**src/hdl/fsa_pkg.sv**
```systemverilog
`default_nettype none
// ----------------------------------------------------------------------------
// fsa_pkg
// shared constants, types and helpers of the forth stack alu
// ----------------------------------------------------------------------------
package fsa_pkg;

  localparam int STACK_SLOTS = 1024;
  localparam int WORD_BITS   = 32;
  localparam int DEPTH_W     = $clog2(STACK_SLOTS);
  localparam int CNT_W       = $clog2(WORD_BITS + 1);

  typedef logic [WORD_BITS-1:0] word_t;
  typedef logic [DEPTH_W-1:0]   depth_t;

  // usable entries per stack
  localparam depth_t CAPACITY = DEPTH_W'(STACK_SLOTS - 1);

  typedef enum logic [4:0] {
    OP_LIT   = 5'd0,
    OP_ZRET  = 5'd1,
    OP_TOR   = 5'd2,
    OP_FROMR = 5'd3,
    OP_LT    = 5'd4,
    OP_EQ    = 5'd5,
    OP_ADD   = 5'd6,
    OP_SUB   = 5'd7,
    OP_MUL   = 5'd8,
    OP_DIV   = 5'd9,
    OP_MOD   = 5'd10,
    OP_AND   = 5'd11,
    OP_OR    = 5'd12,
    OP_XOR   = 5'd13,
    OP_NOT   = 5'd14,
    OP_DROP  = 5'd15,
    OP_DUP   = 5'd16,
    OP_SWAP  = 5'd17,
    OP_PRINT = 5'd18
  } kind_e;

  typedef enum logic [2:0] {
    FLT_OK       = 3'd0,
    FLT_DATA_OVF = 3'd1,
    FLT_DATA_UNF = 3'd2,
    FLT_RET_OVF  = 3'd3,
    FLT_RET_UNF  = 3'd4,
    FLT_DIV_ZERO = 3'd5
  } fault_e;

  // low 32 bits of a word, zero filled when the word is narrower
  function automatic logic [31:0] word_lo32(input word_t w);
    logic [WORD_BITS+31:0] t;
    t = {32'b0, w};
    return t[31:0];
  endfunction

  // low 10 bits of a depth count
  function automatic logic [9:0] depth_lo10(input depth_t d);
    logic [DEPTH_W+9:0] t;
    t = {10'b0, d};
    return t[9:0];
  endfunction

endpackage
`default_nettype wire

```
**src/hdl/fsa_div.sv**
```systemverilog
`default_nettype none
// ----------------------------------------------------------------------------
// fsa_div
// unsigned restoring divider, one quotient bit per cycle
// ----------------------------------------------------------------------------
module fsa_div (
  input  wire logic          clk_i,
  input  wire logic          rst_ni,
  input  wire logic          start_i,
  input  wire fsa_pkg::word_t dividend_i,
  input  wire fsa_pkg::word_t divisor_i,
  output      logic          done_o,
  output      fsa_pkg::word_t quo_o,
  output      fsa_pkg::word_t rem_o
);
  import fsa_pkg::*;

  logic [CNT_W-1:0]   cnt_q, cnt_d;
  logic               busy_q, busy_d;
  logic               done_q, done_d;
  word_t              quo_q, quo_d;
  word_t              rem_q, rem_d;
  word_t              dvs_q, dvs_d;
  logic [WORD_BITS:0] shifted;
  logic [WORD_BITS:0] diff;

  always_comb begin
    busy_d  = busy_q;
    done_d  = 1'b0;
    cnt_d   = cnt_q;
    quo_d   = quo_q;
    rem_d   = rem_q;
    dvs_d   = dvs_q;
    shifted = {rem_q, quo_q[WORD_BITS-1]};
    diff    = shifted - {1'b0, dvs_q};
    if (start_i) begin
      busy_d = 1'b1;
      cnt_d  = CNT_W'(WORD_BITS);
      quo_d  = dividend_i;
      rem_d  = '0;
      dvs_d  = divisor_i;
    end else if (busy_q) begin
      if (!diff[WORD_BITS]) begin
        rem_d = diff[WORD_BITS-1:0];
        quo_d = {quo_q[WORD_BITS-2:0], 1'b1};
      end else begin
        rem_d = shifted[WORD_BITS-1:0];
        quo_d = {quo_q[WORD_BITS-2:0], 1'b0};
      end
      cnt_d = cnt_q - 1'b1;
      if (cnt_q == CNT_W'(1)) begin
        busy_d = 1'b0;
        done_d = 1'b1;
      end
    end
  end

  always_ff @(posedge clk_i or negedge rst_ni) begin
    if (!rst_ni) begin
      busy_q <= 1'b0;
      done_q <= 1'b0;
      cnt_q  <= '0;
    end else begin
      busy_q <= busy_d;
      done_q <= done_d;
      cnt_q  <= cnt_d;
    end
  end

  always_ff @(posedge clk_i) begin
    quo_q <= quo_d;
    rem_q <= rem_d;
    dvs_q <= dvs_d;
  end

  assign done_o = done_q;
  assign quo_o  = quo_q;
  assign rem_o  = rem_q;

endmodule
`default_nettype wire

```
**config.mk**
```make
export PLATFORM = sky130hd
export DESIGN_NAME = fsa_div
export DESIGN_NICKNAME = d
export VERILOG_FILES = /design/src/hdl/fsa_pkg.sv /design/src/hdl/fsa_div.sv
export SDC_FILE = /design/constraint.sdc
export NUM_CORES = 1
export LEC_CHECK = 0
export BUFFER_PORTS_ARGS = -buffer_cell sky130_fd_sc_hd__buf_2
export CORE_MARGIN = 1.5
export CORE_UTILIZATION = 45
export CTS_CLUSTER_SIZE = 24
export DETAILED_ROUTE_END_ITERATION = 10
export GPL_ROUTABILITY_DRIVEN = 0
export PLACE_DENSITY = 0.68
export SLEW_MARGIN = 20
export SYNTH_ARGS = -nofsm -noshare
export SYNTH_HDL_FRONTEND = slang
export SYNTH_SLANG_ARGS = --single-unit
```
**constraint.sdc**
```tcl
create_clock -name clk_i -period 3.2 [get_ports clk_i]
set_input_delay 0.32 -clock clk_i [delete_from_list [all_inputs] [get_ports clk_i]]
set_output_delay 0.32 -clock clk_i [all_outputs]
set_load 0.01 [all_outputs]
```
==> key figures, run 1 <==
Timing
  – Slew HR: 36.5%
  – Final WS setup: 0.0884 ns
  – Tcrit/Tclk final: 97.2%
  – Final setup violation count: 0
  – Max Fclk: 0.321 GHz
  – Final Max Slew Viols: 0
  – Post-layout min period: 3.11 ns
  – Tightest Pin Transition: about 0.95 ns
  – Skew final: 0.0106 ns
  – Final hold vios: 0

Power
  – Sequential power share: about 33%
  – Sw power: 2.59 mW
  – Switching portion of total power: 40.3%
  – Internal: 3.83 mW
  – Worst vdd ir: between 0.0004 and 0.0005 V
  – Pleak: between 3 and 4 nW
  – Power Dens Cells: 886 nW/um^2
  – Clk network pwr share: 16.5%
  – Combinational power share: 51.0%

Global route
  – Total grt overflow: 0
  – Largest net degree at the start of global routing: 63
  – Global-route wire length before repair: roughly 23 mm
  – Gr usage total: 20.7%
  – Initial antenna violation count: 0
  – Vias in the first global route: around 4700

Floorplan
  – Rows: 41
  – Core area: 12800 sq um
  – Initial core utilization: a little under half
  – DIE HEIGHT: 118 um
  – Die W: 118 um
  – Io pins: 132
  – DIE AREA: about 14000 sq um

Setup path
  – Critical path required time: 3.47 ns
  – Crit-path cells: inv_1 > ha_2 > fa_2 > or2b_1 > a21o_1 > a21oi_2 > o21ai_2 > a31oi_4 > a41oi_4 > xnor2_4 > buf_4 > clkbuf_16 > nand2b_1 > a311oi_2
  – Worst Setup Start Kind: flip-flop
  – Critical Path Fanout Max: 13
  – Max stage delay on crit path: 0.34 ns
  – Worst Path Arrival: 3.38 ns
  – Worst setup path class: flip-flop to flip-flop
  – Worst Setup End Kind: flip-flop
  – CP max stage cell: edfxtp_1

Clock network
  – # clock sinks: 104
  – CTS Root Cell: clkbuf_16
  – Worst-Skew Late Latency: roughly 0.36 ns
  – Clk buf depth: 2
  – Cts bufs inserted: 9
  – CTS tree: yes
  – H-tree levels: 3
  – Clock-pin transition on the worst setup and hold timing paths: 0.07 ns

Routing
  – 1st-iter DRT viols: between 200 and 300
  – Post-DR vias/cell: approximately 5.4
  – # DRC: 0
  – Post-route ant nets: 0
  – Detailed Routing Iterations Pass 1: 4
  – Routed WL: between 10 and 15 mm
  – WL per Instance: 16.3 um
  – Vias post-DR: 4742

Cells and area
  – Nets: around 810
  – Core Util, Final: 56.7%
  – Layout cells sized above 1: 29.8%
  – Commonest non-fill, non-tap cells in the layout: 130 x buf_2, 64 x edfxtp_1, 47 x inv_1
  – Sequential Area: 2760 sq um
  – Fill cell count: 1102
  – Multi-input logic area: slightly below 3000 sq um
  – # diodes: 0
  – Area grow syn2layout: 21.3%
  – Most common cell after layout, fill and taps aside: buf_2

Synth
  – Number of synthesized register bits: 104
  – Netlist Area Pre-Place: approximately 6000 sq um
  – Post-synth EDFFs: 64
  – Synth Flop Type: edfxtp_1
  – Ys async rst share: 7.69%
  – Seq/Total Area, Yosys: 46.3%
  – Synth Net Count: 671
  – Syn avg cell area: roughly 10 sq um
  – Yosys warns: 0
  – Synth cell types: between 50 and 60
  – Post-Syn Instances: 569

Place
  – Detailed placement HPWL: 10.3 mm
  – Number of I/O port buffers: 131
  – Dpl ws: a little over 0.05 ns

Min path
  – Tightest Hold Check Type: input port to flip-flop

Run
  – Max-cap violation count: 0

Outcome
  – Status: finished clean
-- path summary, 6_finish.rpt --
kind,slack (ns),start,cells past startpoint,to
worst max-delay path,0.09,quo_o[31],14,rem_o[19]
worst min-delay path,0.13,divisor_i[1],1,dvs_q[1]
worst max register to register,0.09,quo_o[31],14,rem_o[19]
worst min register to register,0.52,rem_o[9],2,rem_o[9]
max in group asynchronous,2.71,rst_ni,2,cnt_q[2]
min in group asynchronous,0.32,rst_ni,2,cnt_q[1]
-- critical path, delay by kind of cell, from the launching register on --
kind / cells / cell delay, ns
xor+xnor: 1 / 0.20
buf+inv: 3 / 0.39
simple gates: 2 / 0.42
fa+ha+maj: 2 / 0.53
compound gates: 6 / 1.13
flops: 1 / 0.34
-- power by group through the flow --
stage	clock, mW	combinational (mW)	sequential, mW
2_1_floorplan	0	2.14	2.14
3_3_place_gp	0	2.92	2.09
3_5_place_dp	0	2.99	2.11
4_1_cts	1.09	3.03	2.08
5_1_grt	1.14	3.59	2.14
6_report	1.06	3.28	2.09
-- final cells by class --
cell class | count | area share, %
multi-input cells | 394 | 40.8
flip-flops and latches | 104 | 38.1
repair buffers | 150 | 11.8
clock buffers | 9 | 3.11
well taps | 172 | 2.97
inverters | 47 | 2.44
clock inverters | 7 | 0.743
-- flip-flops by register name, summed over array words and instances, names as in the netlist --
name    flops
rem_o      32
dvs_q      32
done_o      1
quo_o      32
cnt_q       6
busy_q      1
-- cell families after synthesis --
group / synth area share, %
muxes: 10.7
adders and majority gates: 7.46
AOI/OAI and AO/OA: 15.5
buffers and inverters: 4.90
and+or+nand+nor: 9.83
DFF: 46.3
xor gates and xnor gates: 5.30
-- cell usage after synthesis, drive strengths merged, types with 6 or more instances --
library cell  count  area share [%]
buf               7            0.88
mux2i            29             4.9
a21o             19             2.4
a211oi           24             3.0
inv              47             3.0
o21ai            21             1.8
xor2             12             1.8
nand2b            6            0.63
nor3              6            0.50
edfxtp           64              32
dfrtp             8             3.4
ha               34             7.1
a21oi            38             3.2
dfxtp            32              11
clkbuf           17             1.1
xnor2            22             3.5
mux2             31             5.8
nand2            42             2.6
nor2             46             2.9
-- through the flow --
stage / cells / power [mW] / TNS (ns) / instance area [sq um] / hold slack [ns]
CTS: 874 / 6.20 / 0 / 7110 / 0.118
global route: 883 / 6.87 / -0.0463 / 7240 / 0.111
floorplan: 569 / 4.28 / 0 / 5970 / 0.0244
global placement: 857 / 5.02 / 0 / 6810 / 0.167
finish: 883 / 6.42 / 0 / 7240 / 0.127
detailed placement: 857 / 5.10 / 0 / 6810 / 0.169
-- metal layers --
layer | up-vias | track usage (%) | share of wire, %
met5 | - | 0 | 0
met4 | 0 | 5.18 | 1.1
met3 | 18 | 7.34 | 8.2
met2 | 170 | 33.9 | 48
met1 | 2222 | 25.9 | 43
li1 | 2332 | - | -
-- timing repair --
item / in CTS / in global routing
hold endpoints to repair: 8 / 0
gates resized for setup: 2 / 8
hold buffers: 1 / 0
cloned: 0 / 2
buffers inserted: 0 / 7
setup endpoints to repair: 1 / 31
pin swaps: 0 / 6
No activity file was read; power rests on OpenSTA's default activity.
==> run 2, diff against run 1 <==
--- a/config.mk
+++ b/config.mk
@@ -7,11 +7,11 @@
 export LEC_CHECK = 0
 export BUFFER_PORTS_ARGS = -buffer_cell sky130_fd_sc_hd__buf_2
 export CORE_MARGIN = 1.5
-export CORE_UTILIZATION = 45
+export CORE_UTILIZATION = 50
 export CTS_CLUSTER_SIZE = 24
 export DETAILED_ROUTE_END_ITERATION = 10
 export GPL_ROUTABILITY_DRIVEN = 0
-export PLACE_DENSITY = 0.68
+export PLACE_DENSITY = 0.74
 export SLEW_MARGIN = 20
 export SYNTH_ARGS = -nofsm -noshare
 export SYNTH_HDL_FRONTEND = slang
==> run 2 against run 1 <==
The run now ends with DRC left. Global-route usage up 0.92 points. Die area down 9.8%. Worst hold slack better by 0.0037 ns.
==> key figures, run 2 (same netlist as run 1, synthesis figures left out) <==
Outcome
  – Status: finished with violations (was finished clean)
  – Failing checks: DRC

Power
  – Worst vdd ir: 0.000449 V (was 0.000432 V)
  – Pwr Total: 6.43 mW (was 6.42 mW)
  – Pleak: 3.34 nW (about the same)
  – Power Dens Cells: 888 nW/um^2 (was 886 nW/um^2)

Min path
  – WHS Path Cells: 1 (unchanged)
  – WHS Endpoint: dvs_q[19] (was dvs_q[1])
  – Min-delay src: divisor_i[19] (was divisor_i[1])
  – Tightest Hold Check Type: input port to flip-flop (unchanged)

Clock network
  – Cts bufs inserted: 9 (unchanged)
  – H-tree levels: 3 (unchanged)
  – Clock-pin transition on the worst setup and hold timing paths: 0.07 ns (about the same)
  – Clk buf depth: 2 (unchanged)
  – # clock sinks: 104 (unchanged)
  – CTS Root Cell: clkbuf_16 (unchanged)
  – CTS tree: yes (unchanged)
  – Worst-Skew Late Latency: 0.36 ns (about the same)

Floorplan
  – DIE HEIGHT: 112 um (was 118 um)
  – Die W: 112 um (was 118 um)
  – DIE AREA: 12600 sq um (was 14000 sq um)
  – Initial core utilization: 51.8% (was 46.7%)
  – Core area: 11500 sq um (was 12800 sq um)
  – Io pins: 132 (unchanged)
  – Rows: 39 (was 41)

Routing
  – Post-DR vias/cell: 5.53 (was 5.37)
  – Vias post-DR: 4723 (was 4742)
  – Routed WL: 13.9 mm (was 14.4 mm)
  – 1st-iter DRT viols: 285 (was 274)
  – # DRC: 6 (was 0)
  – WL per Instance: 16.3 um (about the same)
  – Detailed Routing Iterations Pass 1: 8 (was 4)
  – Post-route ant nets: 0 (unchanged)

Global route
  – Largest net degree at the start of global routing: 59 (was 63)
  – Vias in the first global route: 4479 (was 4695)
  – Gr usage total: 21.6% (was 20.7%)
  – Initial antenna violation count: 0 (unchanged)
  – Global-route wire length before repair: 21.6 mm (was 23.2 mm)
  – Total grt overflow: 0 (unchanged)

Setup path
  – Worst Setup End Kind: flip-flop (unchanged)
  – Flop-to-flop setup slack: 0.09 ns (about the same)
  – Cells on worst reg2reg path: 13 (was 14)
  – Worst reg2reg path startpoint: dvs_q[0] (was quo_o[31])
  – Worst Setup Start Kind: flip-flop (unchanged)
  – Critical Path Fanout Max: 7 (was 13)
  – RR Endpoint: rem_o[19] (unchanged)
  – Worst setup path class: flip-flop to flip-flop (unchanged)
  – Worst Path Arrival: 3.38 ns (about the same)
  – Critical path required time: 3.47 ns (about the same)

Timing
  – Tightest Pin Transition: 0.802 ns (was 0.948 ns)
  – Final Max Slew Viols: 0 (unchanged)
  – Worst hold slack: 0.131 ns (was 0.127 ns)
  – Tcrit/Tclk final: 97.3% (was 97.2%)
  – Slew HR: 46.4% (was 36.5%)
  – Final setup violation count: 0 (unchanged)
  – Max Fclk: 0.321 GHz (about the same)
  – Skew final: 0.0109 ns (was 0.0106 ns)
  – Setup TNS: 0 ns (unchanged)
  – Post-layout min period: 3.11 ns (about the same)
  – Final hold vios: 0 (unchanged)

Place
  – Post-DP Area: 6760 sq um (was 6810 sq um)
  – Detailed placement HPWL: 9.82 mm (was 10.3 mm)
  – Number of I/O port buffers: 131 (unchanged)
  – Cells after DPL: 826 (was 857)

Cells and area
  – Most common cell after layout, fill and taps aside: buf_2 (unchanged)
  – Layout cells sized above 1: 30.1% (was 29.8%)
  – Area grow syn2layout: 21.2% (was 21.3%)
  – Nets: 808 (unchanged)
  – Final Cell Area: 7230 sq um (was 7240 sq um)
  – Commonest non-fill, non-tap cells in the layout: 130 x buf_2, 64 x edfxtp_1, 46 x inv_1, 46 x nor2_1, 42 x nand2_1 (was 130 x buf_2, 64 x edfxtp_1, 47 x inv_1)
  – # diodes: 0 (unchanged)
  – Finished Layout Cells: 854 (was 883)
  – Fill cell count: 939 (was 1102)

Run
  – Max-cap violation count: 0 (unchanged)
## run 2: cell type report
class	count	area, sq um	area share [%]
clock buffers	10	229	3.16
flip-flops and latches	104	2760	38.2
clock inverters	6	48.8	0.675
well taps	143	179	2.47
inverters	47	176	2.44
repair buffers	150	875	12.1
multi-input cells	394	2960	41.0
## run 2: how the worst max path moves through the flow
stage / start / cells after the start / endpoint
after floorplan: quo_o[31] / 13 / rem_o[27]
after global placement: quo_o[31] / 13 / rem_o[21]
after detailed placement: quo_o[31] / 13 / rem_o[9]
after CTS: quo_o[31] / 13 / rem_o[24]
after global routing: dvs_q[0] / 13 / rem_o[19]
final: dvs_q[0] / 13 / rem_o[19]
## run 2: where the power goes
group	switching, mW	internal (mW)
Sequential	0.298	1.76
Clock	0.524	0.540
Combinational	1.75	1.56
Total	2.57	3.86
## run 2: worst max-delay path: stages, from the launching register on
cell and delay, ns:
edfxtp_1 0.42, ha_4 0.19, fa_2 0.37, or2b_1 0.25, a21o_1 0.21, a21oi_2 0.18
o21ai_2 0.10, a31oi_4 0.21, a41oi_4 0.20, xnor2_4 0.21, buf_12 0.15, clkbuf_16 0.16
nand2b_4 0.14, a311oi_2 0.24
## run 2: stage by stage
stage	utilization, %	setup slack [ns]
6_report	62.8	0.0864
5_1_grt	62.8	-0.0391
4_1_cts	61.2	0.0260
3_5_place_dp	58.7	0.0491
3_3_place_gp	58.7	0.184
2_1_floorplan	-	0.189
## run 2: what timing repair did
action	in CTS	in global routing
hold buffers	1	0
buffers inserted	0	8
setup endpoints to repair	0	31
endpoints found under the hold margin	8	0
gates resized for setup	0	12
## run 2: layer usage
metal / global-route usage, % / share of wire (%)
met1: 27.2 / 44
met2: 35.2 / 47
met3: 7.18 / 7.5
met4: 7.17 / 1.8
met5: 0 / 0
==> run 3, diff against run 2 <==
--- a/config.mk
+++ b/config.mk
@@ -8,10 +8,12 @@
 export BUFFER_PORTS_ARGS = -buffer_cell sky130_fd_sc_hd__buf_2
 export CORE_MARGIN = 1.5
 export CORE_UTILIZATION = 50
+export CTS_BUF_LIST = sky130_fd_sc_hd__clkbuf_4
 export CTS_CLUSTER_SIZE = 24
 export DETAILED_ROUTE_END_ITERATION = 10
 export GPL_ROUTABILITY_DRIVEN = 0
 export PLACE_DENSITY = 0.74
+export SETUP_SLACK_MARGIN = 0.3
 export SLEW_MARGIN = 20
 export SYNTH_ARGS = -nofsm -noshare
 export SYNTH_HDL_FRONTEND = slang
==> run 3 against run 2 <==
The run still ends with DRC left. Critical path type unchanged. Final area rose by 4.8%. Largest power group unchanged. Maximum frequency rose by 1.0%. Via count rose by 4.3%. Utilization rose by 3.0 points. Largest cell class unchanged. Worst hold slack got worse by 0.051 ns. Critical path depth did not move. Count of clock-buffer cells in the layout fell by 1. Total power fell by 0.92%.
==> key figures, run 3 (same netlist as run 1, synthesis figures left out) <==
Power
  – Pleak: 3.48 nW (was 3.34 nW)
  – Power Dens Cells: 840 nW/um^2 (was 888 nW/um^2)
  – Worst vdd ir: 0.000420 V (was 0.000449 V)

Global route
  – Global-route wire length before repair: 23.3 mm (was 21.6 mm)
  – Total grt overflow: 0 (unchanged)
  – Vias in the first global route: 4825 (was 4479)
  – Initial antenna violation count: 0 (unchanged)
  – Largest net degree at the start of global routing: 79 (was 59)
  – Gr usage total: 23.4% (was 21.6%)

Cells and area
  – Commonest non-fill, non-tap cells in the layout: 130 x buf_2, 64 x edfxtp_1, 46 x inv_1, 46 x nor2_1, 40 x nand2_1 (was 130 x buf_2, 64 x edfxtp_1, 46 x inv_1, 46 x nor2_1, 42 x nand2_1)
  – Most common cell after layout, fill and taps aside: buf_2 (unchanged)
  – Layout cells sized above 1: 30.7% (was 30.1%)
  – Nets: 843 (was 808)
  – # diodes: 0 (unchanged)
  – Finished Layout Cells: 889 (was 854)
  – Area grow syn2layout: 26.9% (was 21.2%)

Routing
  – Post-route ant nets: 0 (unchanged)
  – Routed WL: 14.7 mm (was 13.9 mm)
  – Detailed Routing Iterations Pass 1: 8 (unchanged)
  – Post-DR vias/cell: 5.54 (was 5.53)
  – Vias post-DR: 4924 (was 4723)
  – WL per Instance: 16.5 um (was 16.3 um)
  – 1st-iter DRT viols: 357 (was 285)
  – # DRC: 3 (was 6)

Floorplan
  – Initial core utilization: 51.8% (unchanged)
  – Rows: 39 (unchanged)
  – DIE HEIGHT: 112 um (unchanged)
  – Io pins: 132 (unchanged)
  – Core area: 11500 sq um (unchanged)
  – Die W: 112 um (unchanged)
  – DIE AREA: 12600 sq um (unchanged)

Clock network
  – Worst-Skew Late Latency: 0.51 ns (was 0.36 ns)
  – Clock-pin transition on the worst setup and hold timing paths: 0.17 ns (was 0.07 ns)
  – Cts bufs inserted: 9 (unchanged)
  – Clk buf depth: 2 (unchanged)
  – H-tree levels: 3 (unchanged)
  – CTS tree: yes (unchanged)
  – CTS Root Cell: clkbuf_4 (was clkbuf_16)
  – # clock sinks: 104 (unchanged)

Timing
  – Tcrit/Tclk final: 96.3% (was 97.3%)
  – Post-layout min period: 3.08 ns (was 3.11 ns)
  – Skew final: 0.0199 ns (was 0.0109 ns)
  – Max Fclk: 0.324 GHz (was 0.321 GHz)
  – Final Max Slew Viols: 0 (unchanged)
  – Slew HR: 30.1% (was 46.4%)
  – Worst hold slack: 0.0801 ns (was 0.131 ns)
  – Final hold vios: 0 (unchanged)
  – Setup TNS: 0 ns (unchanged)
  – Final setup violation count: 0 (unchanged)
  – RSZ-0062 raised after global routing: yes
  – Tightest Pin Transition: 1.04 ns (was 0.802 ns)

Place
  – Detailed placement HPWL: 9.91 mm (was 9.82 mm)
  – Number of I/O port buffers: 131 (unchanged)
  – Cells after DPL: 824 (was 826)

Setup path
  – Max stage delay on crit path: 0.45 ns (was 0.42 ns)
  – Worst setup path class: flip-flop to flip-flop (unchanged)
  – Worst Path Arrival: 3.50 ns (was 3.38 ns)
  – Crit-path cells: ha_4 > fa_2 > or2b_1 > a21o_1 > a21oi_2 > o21ai_2 > a31oi_4 > a41oi_4 > xnor2_4 > buf_6 > buf_16 > nand2b_4 > a311oi_2 (was ha_4 > fa_2 > or2b_1 > a21o_1 > a21oi_2 > o21ai_2 > a31oi_4 > a41oi_4 > xnor2_4 > buf_12 > clkbuf_16 > nand2b_4 > a311oi_2)
  – CP Buf/Inv Count: 2 (unchanged)
  – CP max stage cell: edfxtp_1 (unchanged)
  – Worst Setup Start Kind: flip-flop (unchanged)
  – Critical Path Fanout Max: 6 (was 7)
  – Delay-heaviest family, CP: compound AO/OA/AOI/OAI gates (unchanged)
  – Critical path required time: 3.62 ns (was 3.47 ns)
  – Worst Setup End Kind: flip-flop (unchanged)

Min path
  – Tightest Hold Check Type: input port to flip-flop (unchanged)

Run
  – Max-cap violation count: 0 (unchanged)

Outcome
  – Status: finished with violations (unchanged)
  – Failing checks: DRC (unchanged)
==> run 3: cell count changes in the layout (fill, tap and decap cells not counted), moves of 3 or more <==
cell	before	now
dlygate4sd3_1	1	33
mux2i_1	28	25
o21ai_1	1	6
inv_6	4	0
a211oi_1	23	20
clkbuf_16	11	1
a211oi_2	1	4
buf_16	0	3
o21ai_0	19	14
clkbuf_4	0	9
==> run 3: cell type report <==
cell class              count  area [sq um]
inverters                  47           176
fillers                   860          3940
clock inverters             7          80.1
repair buffers            185          1280
well taps                 143           179
flip-flops and latches    104          2760
multi-input cells         394          3040
clock buffers               9          67.6
==> run 3: metrics by stage <==
step / setup slack (ns) / util [%] / cell area [sq um] / total power [mW]
finish: 0.117 / 65.8 / 7580 / 6.37
global route: 0.0402 / 65.8 / 7580 / 6.79
CTS: 0.211 / 64.4 / 7420 / 6.15
detailed placement: 0.0829 / 58.8 / 6770 / 5.08
global placement: 0.268 / 58.8 / 6770 / 5.00
floorplan: 0.247 / - / 5980 / 4.28
==> run 3: where the power goes <==
group / switching (mW) / internal, mW / leakage, nW
clock: 0.481 / 0.249 / 0.0837
combinational: 1.82 / 1.73 / 2.38
sequential: 0.326 / 1.76 / 1.01
==> run 3: worst reg2reg max path: cells and delay by family (launching register included) <==
family | cells | cell delay [ns]
flip-flops | 1 | 0.45
AND/OR/NAND/NOR | 2 | 0.38
XOR/XNOR | 1 | 0.18
AO/OA/AOI/OAI | 6 | 1.15
buffers and inverters | 2 | 0.29
adder cells (fa/ha/maj) | 2 | 0.52
==> run 3: repair_timing <==
action / CTS / global route
gates cloned: 3 / 1
endpoints found under the hold margin: 40 / 0
hold buffers: 33 / 0
setup endpoints to repair: 32 / 33
buffers inserted: 6 / 6
pin swaps: 8 / 14
gates resized for setup: 9 / 22
==> run 3: path summary, 6_finish.rpt <==
check                                   start         to  slack, ns  cells past startpoint
worst max-delay path                 dvs_q[0]  rem_o[29]       0.12                     13
worst min-delay path            dividend_i[0]   quo_o[0]       0.08                      3
worst max register to register       dvs_q[0]  rem_o[29]       0.12                     13
worst min register to register       rem_o[5]   rem_o[5]       0.51                      2
max in group asynchronous              rst_ni   cnt_q[0]       2.89                      2
min in group asynchronous              rst_ni     done_o       0.15                      2
==> run 3: metal layers <==
metal	vias to the layer above	track usage [%]	share of wire, %
li1	2411	-	-
met1	2284	29.3	42
met2	197	38.4	48
met3	32	7.13	7.0
met4	0	8.27	2.6
met5	-	0	0
